==> config.mk <==
export PLATFORM = sky130hd
export DESIGN_NAME = url_percent_encoder_flat
export DESIGN_NICKNAME = d
export VERILOG_FILES = /design/src/hw/rtl/upe_pkg.sv /design/src/hw/rtl/upe_ifs.sv /design/src/hw/rtl/upe_expand.sv /design/src/hw/rtl/url_percent_encoder.sv /design/src/flat_wrapper.sv
export SDC_FILE = /design/constraint.sdc
export NUM_CORES = 1
export LEC_CHECK = 0
export ABC_AREA = 1
export BUFFER_PORTS_ARGS = -buffer_cell sky130_fd_sc_hd__buf_4
export CORE_MARGIN = 2
export CORE_UTILIZATION = 40
export DETAILED_ROUTE_END_ITERATION = 10
export SYNTH_ARGS = -nofsm -noshare
export SYNTH_HDL_FRONTEND = slang
export SYNTH_SLANG_ARGS = --single-unit
==> constraint.sdc <==
create_clock -name clk -period 15.85 [get_ports clk]
set_clock_uncertainty 0.2 [all_clocks]
set_input_delay 0.7925 -clock clk [delete_from_list [all_inputs] [get_ports clk]]
set_output_delay 0.7925 -clock clk [all_outputs]
set_load 0.01 [all_outputs]
==> src/hw/rtl/upe_pkg.sv <==
package upe_pkg;

	// Register and stream field widths
	localparam int unsigned CP_W    = 21;
	localparam int unsigned MODE_W  = 3;
	localparam int unsigned RUN_MAX = 12;
	localparam int unsigned CNT_W   = 4;
	localparam int unsigned HELD_W  = 10;

	// encoding_mode codes
	localparam logic [MODE_W-1:0] MODE_SPACES    = 3'd0;
	localparam logic [MODE_W-1:0] MODE_FORM      = 3'd1;
	localparam logic [MODE_W-1:0] MODE_ESCAPE    = 3'd2;
	localparam logic [MODE_W-1:0] MODE_URI       = 3'd3;
	localparam logic [MODE_W-1:0] MODE_URI_COMP  = 3'd4;
	localparam logic [MODE_W-1:0] MODE_RESET     = MODE_URI;

	// Surrogate bounds
	localparam logic [CP_W-1:0] SURR_LO     = 21'h00D800;
	localparam logic [CP_W-1:0] SURR_HI_END = 21'h00DC00;
	localparam logic [CP_W-1:0] SURR_LAST   = 21'h00DFFF;
	localparam logic [CP_W-1:0] SUPP_BASE   = 21'h010000;

	// ASCII characters that the encoder emits
	localparam logic [CP_W-1:0] CH_PCT   = 21'h25;
	localparam logic [CP_W-1:0] CH_U     = 21'h75;
	localparam logic [CP_W-1:0] CH_PLUS  = 21'h2B;
	localparam logic [CP_W-1:0] CH_SPACE = 21'h20;
	localparam logic [CP_W-1:0] CH_TWO   = 21'h32;
	localparam logic [CP_W-1:0] CH_ZERO  = 21'h30;

	// One expanded run plus the surrogate state it leaves behind
	typedef struct packed {
		logic [RUN_MAX-1:0][CP_W-1:0] chars;
		logic [CNT_W-1:0]             cnt;
		logic                         err;
		logic                         held_valid_nxt;
		logic [HELD_W-1:0]            held_bits_nxt;
	} run_t;

	// Uppercase hex digit for a nibble
	function automatic logic [CP_W-1:0] hex_digit(input logic [3:0] v);
		logic [CP_W-1:0] w;
		w = {17'd0, v};
		return (v < 4'd10) ? (21'h30 + w) : (21'h37 + w);
	endfunction

	function automatic logic is_alnum(input logic [CP_W-1:0] c);
		return (c >= 21'h41 && c <= 21'h5A) || (c >= 21'h61 && c <= 21'h7A) ||
		       (c >= 21'h30 && c <= 21'h39);
	endfunction

	// alnum and - _ . ! ~ * ' ( )
	function automatic logic in_comp_set(input logic [CP_W-1:0] c);
		return is_alnum(c) || c == 21'h2D || c == 21'h5F || c == 21'h2E ||
		       c == 21'h21 || c == 21'h7E || c == 21'h2A || c == 21'h27 ||
		       c == 21'h28 || c == 21'h29;
	endfunction

	// component set plus ; / ? : @ & = + $ , #
	function automatic logic in_uri_set(input logic [CP_W-1:0] c);
		return in_comp_set(c) || c == 21'h3B || c == 21'h2F || c == 21'h3F ||
		       c == 21'h3A || c == 21'h40 || c == 21'h26 || c == 21'h3D ||
		       c == 21'h2B || c == 21'h24 || c == 21'h2C || c == 21'h23;
	endfunction

endpackage

==> src/hw/rtl/upe_ifs.sv <==
// Input stream: one code point per transaction
interface upe_in_if;
	import upe_pkg::*;
	logic            valid;
	logic            ready;
	logic [CP_W-1:0] code_point;
	logic            last_in_string;

	modport source (output valid, output code_point, output last_in_string, input ready);
	modport sink   (input valid, input code_point, input last_in_string, output ready);
endinterface

// Output stream: one emitted character per transaction
interface upe_out_if;
	import upe_pkg::*;
	logic            valid;
	logic            ready;
	logic [CP_W-1:0] out_char;
	logic            last_of_run;
	logic            encode_error;

	modport source (output valid, output out_char, output last_of_run, output encode_error,
		input ready);
	modport sink   (input valid, input out_char, input last_of_run, input encode_error,
		output ready);
endinterface

==> src/hw/rtl/upe_expand.sv <==
module upe_expand (
	input  logic [upe_pkg::MODE_W-1:0] mode,
	input  logic [upe_pkg::CP_W-1:0]   code_point,
	input  logic                       last_in_string,
	input  logic                       held_valid,
	input  logic [upe_pkg::HELD_W-1:0] held_bits,
	output upe_pkg::run_t              run
);
	import upe_pkg::*;

	logic            is_uri;
	logic            is_fe;
	logic            in_set;
	logic            is_surr;
	logic [CP_W-1:0] supp_cp;
	logic [CP_W-1:0] enc_cp;
	logic [3:0][7:0] oct;
	logic [2:0]      noct;
	logic [5:0][3:0] nib;
	logic [2:0]      digits;
	logic [2:0]      nsel;
	logic            pass_fe;

	// Mode decode and character classes
	always_comb begin
		is_uri  = (mode == MODE_URI) || (mode == MODE_URI_COMP);
		is_fe   = (mode == MODE_FORM) || (mode == MODE_ESCAPE);
		in_set  = (mode == MODE_URI) ? in_uri_set(code_point) : in_comp_set(code_point);
		is_surr = (code_point >= SURR_LO) && (code_point <= SURR_LAST);
		supp_cp = {1'b0, held_bits, code_point[9:0]} + SUPP_BASE;
		pass_fe = is_alnum(code_point) ||
			((mode == MODE_FORM) && (code_point == 21'h2D || code_point == 21'h5F ||
				code_point == 21'h2E || code_point == 21'h7E)) ||
			((mode == MODE_ESCAPE) && (code_point == 21'h40 || code_point == 21'h2D ||
				code_point == 21'h5F || code_point == 21'h2E || code_point == 21'h2A ||
				code_point == 21'h2B || code_point == 21'h2F));
	end

	// UTF-8 octets of the value to encode (form and escape modes use one raw octet)
	always_comb begin
		enc_cp = held_valid ? supp_cp : code_point;
		oct    = '0;
		noct   = 3'd1;
		if (is_fe || enc_cp < 21'h80) begin
			oct[0] = enc_cp[7:0];
			noct   = 3'd1;
		end else if (enc_cp < 21'h800) begin
			oct[0] = {3'b110, enc_cp[10:6]};
			oct[1] = {2'b10, enc_cp[5:0]};
			noct   = 3'd2;
		end else if (enc_cp < 21'h10000) begin
			oct[0] = {4'b1110, enc_cp[15:12]};
			oct[1] = {2'b10, enc_cp[11:6]};
			oct[2] = {2'b10, enc_cp[5:0]};
			noct   = 3'd3;
		end else begin
			oct[0] = {5'b11110, enc_cp[20:18]};
			oct[1] = {2'b10, enc_cp[17:12]};
			oct[2] = {2'b10, enc_cp[11:6]};
			oct[3] = {2'b10, enc_cp[5:0]};
			noct   = 3'd4;
		end
	end

	// Nibbles for the %u form
	always_comb begin
		for (int k = 0; k < 5; k++) begin
			nib[k] = code_point[4*k +: 4];
		end
		nib[5] = {3'b000, code_point[20]};
		if (code_point > 21'hFFFFF) begin
			digits = 3'd6;
		end else if (code_point > 21'hFFFF) begin
			digits = 3'd5;
		end else begin
			digits = 3'd4;
		end
	end

	// Build the run
	always_comb begin
		run                = '0;
		run.held_valid_nxt = held_valid;
		run.held_bits_nxt  = held_bits;
		nsel               = 3'd0;
		if (is_uri) begin
			run.held_valid_nxt = 1'b0;
			run.held_bits_nxt  = '0;
			if (held_valid && (code_point < SURR_HI_END || code_point > SURR_LAST)) begin
				// mismatched follower
				run.err = 1'b1;
				run.cnt = 4'd1;
			end else if (!held_valid && in_set) begin
				run.chars[0] = code_point;
				run.cnt      = 4'd1;
			end else if (!held_valid && is_surr) begin
				if (code_point >= SURR_HI_END || last_in_string) begin
					// lone low surrogate, or high surrogate at end of string
					run.err = 1'b1;
					run.cnt = 4'd1;
				end else begin
					run.held_valid_nxt = 1'b1;
					run.held_bits_nxt  = code_point[9:0];
				end
			end else begin
				for (int i = 0; i < 4; i++) begin
					run.chars[3*i]   = CH_PCT;
					run.chars[3*i+1] = hex_digit(oct[i][7:4]);
					run.chars[3*i+2] = hex_digit(oct[i][3:0]);
				end
				run.cnt = {noct[1:0], 2'b00} - {1'b0, noct};
			end
		end else if (is_fe) begin
			if (pass_fe) begin
				run.chars[0] = code_point;
				run.cnt      = 4'd1;
			end else if (mode == MODE_FORM && code_point == CH_SPACE) begin
				run.chars[0] = CH_PLUS;
				run.cnt      = 4'd1;
			end else if (code_point < 21'h100) begin
				run.chars[0] = CH_PCT;
				run.chars[1] = hex_digit(oct[0][7:4]);
				run.chars[2] = hex_digit(oct[0][3:0]);
				run.cnt      = 4'd3;
			end else begin
				run.chars[0] = CH_PCT;
				run.chars[1] = CH_U;
				for (int j = 0; j < 6; j++) begin
					nsel = digits - 3'(j) - 3'd1;
					if (3'(j) < digits) begin
						run.chars[2+j] = hex_digit(nib[nsel]);
					end
				end
				run.cnt = {1'b0, digits} + 4'd2;
			end
		end else begin
			// spaces mode, also the undefined codes
			if (code_point == CH_SPACE) begin
				run.chars[0] = CH_PCT;
				run.chars[1] = CH_TWO;
				run.chars[2] = CH_ZERO;
				run.cnt      = 4'd3;
			end else begin
				run.chars[0] = code_point;
				run.cnt      = 4'd1;
			end
		end
	end

endmodule

==> src/hw/rtl/url_percent_encoder.sv <==
// Percent encoder for a stream of Unicode code points. Each input transaction carries one
// code point and expands into a run of 1 to 12 output characters (none while a high
// surrogate waits for its partner in the URI modes); the final character of a run has
// last_of_run set, and an invalid surrogate sequence gives a single error transaction with
// out_char zero. An input item sits in one input register while its run drains through the
// output register, one character per cycle while out_ch is ready; a new item is taken only
// as the current run completes. Unescaped text flows at one item per cycle unless out_ch stalls.
// The user must write the mode register (reset: URI) only while the stream is idle; the block
// itself does not enforce this. A write drops any held surrogate.
module url_percent_encoder (
	input  logic                       clk,
	input  logic                       arst_n,
	input  logic                       cfg_we,
	input  logic [upe_pkg::MODE_W-1:0] cfg_wdata,
	upe_in_if.sink                     in_ch,
	upe_out_if.source                  out_ch
);
	import upe_pkg::*;

	logic [MODE_W-1:0] mode_q;
	logic              held_valid_q;
	logic [HELD_W-1:0] held_bits_q;

	logic              valid_s1;
	logic [CP_W-1:0]   cp_s1;
	logic              last_s1;
	logic [CNT_W-1:0]  idx_q;

	logic              out_valid_q;
	logic [CP_W-1:0]   out_char_q;
	logic              out_last_q;
	logic              out_err_q;

	run_t              run;
	logic              load_ok;
	logic              emit;
	logic              done;
	logic              in_take;

	// Expansion of the item in the input register
	upe_expand u_expand (
		.mode           (mode_q),
		.code_point     (cp_s1),
		.last_in_string (last_s1),
		.held_valid     (held_valid_q),
		.held_bits      (held_bits_q),
		.run            (run)
	);

	// Handshake control
	always_comb begin
		load_ok     = !out_valid_q || out_ch.ready;
		emit        = valid_s1 && (run.cnt != '0) && load_ok;
		done        = valid_s1 && ((run.cnt == '0) || (emit && (idx_q == run.cnt - 4'd1)));
		in_ch.ready = !valid_s1 || done;
		in_take     = in_ch.valid && in_ch.ready;
	end

	// Mode register and surrogate state
	always_ff @(posedge clk or negedge arst_n) begin
		if (!arst_n) begin
			mode_q       <= MODE_RESET;
			held_valid_q <= 1'b0;
			held_bits_q  <= '0;
		end else if (cfg_we) begin
			mode_q       <= cfg_wdata;
			held_valid_q <= 1'b0;
			held_bits_q  <= '0;
		end else if (done) begin
			held_valid_q <= run.held_valid_nxt;
			held_bits_q  <= run.held_bits_nxt;
		end
	end

	// Input register and run index
	always_ff @(posedge clk or negedge arst_n) begin
		if (!arst_n) begin
			valid_s1 <= 1'b0;
			idx_q    <= '0;
		end else begin
			if (in_take) begin
				valid_s1 <= 1'b1;
			end else if (done) begin
				valid_s1 <= 1'b0;
			end
			if (done) begin
				idx_q <= '0;
			end else if (emit) begin
				idx_q <= idx_q + 4'd1;
			end
		end
	end

	always_ff @(posedge clk) begin
		if (in_take) begin
			cp_s1   <= in_ch.code_point;
			last_s1 <= in_ch.last_in_string;
		end
	end

	// Output register
	always_ff @(posedge clk or negedge arst_n) begin
		if (!arst_n) begin
			out_valid_q <= 1'b0;
		end else if (emit) begin
			out_valid_q <= 1'b1;
		end else if (out_ch.ready) begin
			out_valid_q <= 1'b0;
		end
	end

	always_ff @(posedge clk) begin
		if (emit) begin
			out_char_q <= run.chars[idx_q];
			out_last_q <= (idx_q == run.cnt - 4'd1);
			out_err_q  <= run.err;
		end
	end

	assign out_ch.valid        = out_valid_q;
	assign out_ch.out_char     = out_char_q;
	assign out_ch.last_of_run  = out_last_q;
	assign out_ch.encode_error = out_err_q;

	// Error transactions are single, zero-valued and close their run
	a_err_form: assert property (@(posedge clk) disable iff (!arst_n)
		out_ch.valid && out_ch.encode_error |-> out_ch.last_of_run && out_ch.out_char == '0)
		else $error("error transaction malformed");

	// Run index stays inside the current run
	a_idx_range: assert property (@(posedge clk) disable iff (!arst_n)
		valid_s1 && run.cnt != '0 |-> idx_q < run.cnt)
		else $error("run index past run length");

	// A surrogate is held only in the URI modes
	a_held_mode: assert property (@(posedge clk) disable iff (!arst_n)
		held_valid_q |-> (mode_q == MODE_URI || mode_q == MODE_URI_COMP))
		else $error("surrogate held outside URI modes");

	// A mode write drops the held surrogate
	a_cfg_clear: assert property (@(posedge clk) disable iff (!arst_n)
		cfg_we |=> !held_valid_q)
		else $error("held surrogate survived mode write");

endmodule

==> src/flat_wrapper.sv <==
// flat-port wrapper written by rule: the top's interface ports become plain ports
module url_percent_encoder_flat import upe_pkg::*;
  (clk, arst_n, cfg_we, cfg_wdata, in_ch_valid, in_ch_code_point, in_ch_last_in_string, in_ch_ready, out_ch_valid, out_ch_out_char, out_ch_last_of_run, out_ch_encode_error, out_ch_ready);
  upe_in_if in_ch_i ();
  upe_out_if out_ch_i ();
  input  logic clk;
  input  logic arst_n;
  input  logic cfg_we;
  input  logic [upe_pkg::MODE_W-1:0] cfg_wdata;
  input wire logic [$bits(in_ch_i.valid)-1:0] in_ch_valid;
  input wire logic [$bits(in_ch_i.code_point)-1:0] in_ch_code_point;
  input wire logic [$bits(in_ch_i.last_in_string)-1:0] in_ch_last_in_string;
  output wire logic [$bits(in_ch_i.ready)-1:0] in_ch_ready;
  output wire logic [$bits(out_ch_i.valid)-1:0] out_ch_valid;
  output wire logic [$bits(out_ch_i.out_char)-1:0] out_ch_out_char;
  output wire logic [$bits(out_ch_i.last_of_run)-1:0] out_ch_last_of_run;
  output wire logic [$bits(out_ch_i.encode_error)-1:0] out_ch_encode_error;
  input wire logic [$bits(out_ch_i.ready)-1:0] out_ch_ready;
  assign in_ch_i.valid = in_ch_valid;
  assign in_ch_i.code_point = in_ch_code_point;
  assign in_ch_i.last_in_string = in_ch_last_in_string;
  assign in_ch_ready = in_ch_i.ready;
  assign out_ch_valid = out_ch_i.valid;
  assign out_ch_out_char = out_ch_i.out_char;
  assign out_ch_last_of_run = out_ch_i.last_of_run;
  assign out_ch_encode_error = out_ch_i.encode_error;
  assign out_ch_i.ready = out_ch_ready;
  url_percent_encoder u_core (.clk(clk), .arst_n(arst_n), .cfg_we(cfg_we), .cfg_wdata(cfg_wdata), .in_ch(in_ch_i), .out_ch(out_ch_i));
endmodule
==> results of run 1 <==
-- layout by cell type, fill, tap and decap left out, types with 6 or more instances in the layout --
master	instances
o21ai_0	67
xor2_1	11
clkinv_1	6
nor3_1	15
nand3_1	81
a22oi_1	6
o211ai_1	8
buf_4	55
dfrtp_1	18
a31oi_1	7
inv_1	103
nor4_1	12
inv_2	16
a21oi_1	38
nor2_1	123
nor2_2	8
edfxtp_1	45
o22ai_1	9
clkbuf_16	9
ha_1	18
nand4_1	18
nand2_1	262
o21ai_1	21
-- report_power, final --
group,leakage [nW],internal (mW),switching [mW]
logic,2.39,0.160,0.349
clock network,0.139,0.110,0.0791
registers,0.691,0.242,0.0571
-- state kept, by name (all words and copies together), names as in the netlist, 3 cells and up --
register and count:
u_core.cp_s1 21, u_core.held_bits_q 10, u_core.idx_q 4, u_core.mode_q 3
u_core.out_ch.out_char 21
-- per-layer routing --
| layer | track usage | share of wire | routed length (um) | vias to the layer above |
|---|---|---|---|---|
| met5 | 0 | 0 | 0 | - |
| met3 | 0.0738 | 0.10 | 2400 | 82 |
| met1 | 0.382 | 0.42 | 9900 | 3192 |
| met2 | 0.435 | 0.43 | 10200 | 378 |
| li1 | - | - | - | 3404 |
| met4 | 0.153 | 0.054 | 1280 | 0 |
-- through the flow --
step	cell area, um2	utilization
after global placement	6880	0.438
final	7160	0.456
after detailed placement	6880	0.438
after CTS	7160	0.456
after global routing	7160	0.456
after floorplan	6370	-
-- worst max-delay path: stages, from the launching register on --
cell,delay [ns]
dfrtp_1,0.81
nand2_1,0.18
o21ai_1,0.26
nand3_1,0.17
nor3_2,0.63
nand2_1,0.25
nand3_1,0.18
inv_1,0.08
ha_1,0.28
nand3_1,0.10
nand2_1,0.14
inv_1,0.05
ha_1,0.22
nand4_2,0.12
nand2_1,0.12
nor2_4,0.71
nand3_1,0.20
nand2_1,0.15
nand2_1,0.10
a21oi_2,0.91
-- final timing paths --
check | start | slack, ns | cells past startpoint | to
worst max register to register | u_core.held_valid_q | 9.58 | 19 | u_core.cp_s1[20]
worst min-delay path | arst_n | 0.13 | 1 | u_core.idx_q[2]
worst min register to register | u_core.held_bits_q[0] | 0.32 | 2 | u_core.held_bits_q[0]
min in group clk | u_core.held_bits_q[0] | 0.32 | 2 | u_core.held_bits_q[0]
max in group asynchronous | arst_n | 15.04 | 1 | u_core.mode_q[1]
worst max-delay path | u_core.held_valid_q | 9.58 | 19 | u_core.cp_s1[20]
-- area by class of cell --
type                       instances  area, um2  share of cell area
clock buffer                      10        239              0.0334
tap                              216        270              0.0378
timing repair buffer              55        413              0.0577
inverter                         125        469              0.0655
clock inverter                     6       41.3             0.00577
sequential                        65       1850               0.259
multi-input combinational        766       3870               0.541
-- cell families (layout without fill, tap and decap cells) --
family / Yosys count / after routing / synth area share
AND/OR/NAND/NOR: 542 / 542 / 0.374
adder cells (fa/ha/maj): 18 / 18 / 0.0354
multiplexers: 1 / 1 / 0.00177
buffers and inverters: 161 / 196 / 0.102
XOR/XNOR: 13 / 13 / 0.0179
flip-flops: 65 / 65 / 0.291
AO/OA/AOI/OAI: 192 / 192 / 0.178
==> results_dict.tcl, run 1 <==
set metrics [dict create \
    status "complete, no violations" \
    drtIter0Drc 736 \
    hp-class "in2async" \
    vias_per_cell 5.68 \
    synth_common_cells "262 x nand2_1, 123 x nor2_1, 103 x inv_1" \
    whs_ns 0.127 \
    finalHoldViolCount 0 \
    drive_gt1_frac 0.118 \
    synth_top_area_cell "edfxtp_1" \
    coreArea_um2 15700 \
    fill_cells 1713 \
    ios 55 \
    grt_pass1_wl_um 36300 \
    start_kind "flop" \
    synth.most_common_cell "nand2_1" \
    final_nets 1070 \
    synth_edf_count 45 \
    cp.arrival_ns 6.03 \
    dp_slack_ns 9.74 \
    critical_path_required_ns 15.61 \
    maxCapViolCount 0 \
    diodes 0 \
    drtAntennaViolNets 0 \
    start_util 0.405 \
    p_leak_nw 3.22 \
    place.gp.congestion 1.03 \
    dp_hpwl_um 18200 \
    dr.pass1.iters 6 \
    final_cells 1243 \
    synth_nets 1040 \
    ctsResizeCount 0 \
    cts_hold_buf 0 \
    die_h_um 130 \
    tightestPinTransition_ns 1.16 \
    die_area_um2 16900 \
    postCtsSetupRepairBufs 0 \
    synth_top_area_frac 0.212 \
    clock_latency_ns 0.35 \
    postSynthAreaPerCell_um2 6.42 \
    rsz0062_at_grt "false" \
    wl_um 23800 \
    synth_cell_type_count 55 \
    fin_setup_tns_ns 0 \
    synthTopCellsByArea "edfxtp_1 21%, nand2_1 15%, nor2_1 7.2%, dfrtp_1 7.1%, nand3_1 6.4%" \
    async_flop_share 0.308 \
    routedWlPerCell_um 19.2 \
    drc 0 \
    layout_min_cycle_time_ns 6.27 \
    synth-main-ff-cell "edfxtp_1" \
    cp_max_fo 28 \
    slew_headroom 0.224 \
    grt.total_usage 0.289 \
    numPortBuffers 54 \
    ys_ff_latch 65 \
    cts_buffers 9 \
    pwr_density_cell_nw_per_um2 139 \
    cts_buffer_depth 2 \
    place_inst 1227 \
    die_w_um 130 \
    grt_start_max_net_pins 29 \
    cts_sinks 65 \
    crit_type "reg2reg" \
    synthToLayoutAreaGrowth_pct 12.4 \
    antenna_found_initial 0 \
    cts-root-buf "clkbuf_16" \
    finalSetupViolCount 0 \
    clk_pin_slew_worst_paths_ns 0.06 \
    max_freq_ghz 0.160 \
    synthCells 992 \
    h-tree-depth 3 \
    power_mw 0.997 \
    ir_worst_vdd_v 0.0000607 \
    ys_seq_area_frac 0.291 \
    num_rows 46 \
    finalMaxSlewViolations 0 \
    yosysWarningCount 0 \
    fin_ws_ns 9.58 \
    overflow 0 \
    syn_area_um2 6370 \
    fin_crit_sh 0.395 \
    grt_pass1_vias 6497 \
    end_kind "flop" \
    vias 7056 \
    cts_tree "yes" \
]
Power figures use the tool's default switching activity.
==> inputs of run 2 (changes only) <==
- clock period: 15.85 -> 5.43 ns (I/O delays scaled with it)
==> results_dict.tcl, run 2 (synthesis gave the netlist of run 1 again) <==
set metrics [dict create \
    min_to "u_core.mode_q[1]" \
    synthToLayoutAreaGrowth_pct 18.5 \
    final_nets 1108 \
    grt_pass1_wl_um 36400 \
    antenna_found_initial 0 \
    diodes 0 \
    drtIter0Drc 949 \
    drc 0 \
    overflow 0 \
    coreArea_um2 15700 \
    place.gp.congestion 1.08 \
    start_util 0.405 \
    end_kind "flop" \
    cts_buffer_depth 2 \
    finalSetupViolCount 0 \
    drtAntennaViolNets 0 \
    ctsResizeCount 0 \
    status "complete, no violations" \
    h-tree-depth 3 \
    cp_max_fo 24 \
    r2r_slack_ns 0.83 \
    ir_worst_vdd_v 0.000196 \
    drive_gt1_frac 0.122 \
    r2r-end "u_core.held_bits_q[6]" \
    p_leak_nw 3.39 \
    clk_pin_slew_worst_paths_ns 0.06 \
    cts_sinks 65 \
    num_rows 46 \
    fin_ws_ns 0.832 \
    routedWlPerCell_um 18.2 \
    place_inst 1237 \
    die_area_um2 16900 \
    grt_pass1_vias 6747 \
    die_h_um 130 \
    postCtsSetupRepairBufs 0 \
    final_cell_mix "262 x nand2_1, 123 x nor2_1, 103 x inv_1" \
    fin_util 0.480 \
    pwr_density_cell_nw_per_um2 395 \
    final_area_um2 7550 \
    grt_start_max_net_pins 28 \
    finalMaxSlewViolations 0 \
    final_cells 1281 \
    cts-root-buf "clkbuf_16" \
    critPathLaunch "u_core.held_valid_q" \
    dr.pass1.iters 7 \
    fin_crit_sh 0.847 \
    start_kind "flop" \
    cts_hold_buf 28 \
    r2r_start "u_core.held_valid_q" \
    place_area_um2 6950 \
    fin_setup_tns_ns 0 \
    layout_min_cycle_time_ns 4.60 \
    die_w_um 130 \
    finalHoldViolCount 0 \
    dp_slack_ns 0.912 \
    hp-start "cfg_we" \
    cp.arrival_ns 4.69 \
    grt.total_usage 0.285 \
    vias_per_cell 5.64 \
    worstRegToRegCells 27 \
    numPortBuffers 54 \
    dp_hpwl_um 17600 \
    wl_um 23300 \
    vias 7221 \
    cts_buffers 9 \
    crit_type "reg2reg" \
    critical_path_required_ns 5.52 \
    rsz0062_at_grt "false" \
    tightestPinTransition_ns 1.01 \
    slew_headroom 0.323 \
    cts_tree "yes" \
    clock_latency_ns 0.35 \
    min_path_cells 3 \
    max_freq_ghz 0.217 \
    maxCapViolCount 0 \
    layout_commonest_cell "nand2_1" \
    hp-class "in2reg" \
    ios 55 \
]
run 2: cell types whose count changed in the layout (fill, tap and decap cells not counted), sizes merged:
| cell | change |
|---|---|
| bufinv | +1 |
| dlygate4sd3 | +28 |
| clkinv | -2 |
| clkbuf | +1 |
| clkinvlp | +1 |
| buf | +10 |
| inv | -1 |
run 2: how the worst max path moves through the flow:
stage	to	slack [ns]
after floorplan	u_core.cp_s1[0]	0.39
after global routing	u_core.held_valid_q	0.37
after CTS	u_core.held_bits_q[5]	0.90
final	u_core.held_bits_q[6]	0.83
after detailed placement	u_core.held_bits_q[5]	0.91
after global placement	u_core.held_valid_q	1.0
run 2: through the flow:
stage	hold WS, ns	total power, mW
detailed placement	-0.0196	2.32
global placement	-0.0207	2.32
CTS	0.0601	2.96
finish	0.0702	2.98
global route	0.0980	3.18
floorplan	-0.224	1.78
run 2: cell type report:
cell class                      count  area, um2
Inverter                          125        469
Fill cell                        1616       8160
Clock buffer                       11        254
Timing Repair Buffer               93        768
Tap cell                          216        270
Clock inverter                      5       62.6
Multi-Input combinational cell    766       3870
Sequential cell                    65       1850
run 2: where the power goes:
part / internal, mW / switching [mW]
clock network: 0.385 / 0.232
logic: 0.498 / 1.04
registers: 0.703 / 0.130
total: 1.59 / 1.40
run 2: critical path, cell delays in order (launching register included):
cell	delay, ns
dfrtp_1	0.80
nand2_1	0.16
clkinv_1	0.10
nand4_1	0.07
nand2_1	0.16
inv_1	0.08
nand2_1	0.06
nor2_1	0.04
nand3_1	0.13
nand2_2	0.18
inv_2	0.25
nand2_1	0.09
ha_1	0.30
nand3_1	0.08
nand2_1	0.13
inv_1	0.06
ha_1	0.22
inv_1	0.09
nand3_1	0.07
nand3_1	0.08
nand2_1	0.09
nor2_1	0.09
nand3_1	0.09
nand2_1	0.10
nand3_2	0.26
nand2_1	0.39
nand2_1	0.09
nand2_1	0.07
run 2: layer usage:
metal	GRT usage	wire, um	up-vias
met2	0.446	10300	346
li1	-	-	3496
met4	0.128	1090	0
met5	0	0	-
met3	0.0627	1970	80
met1	0.378	9870	3299
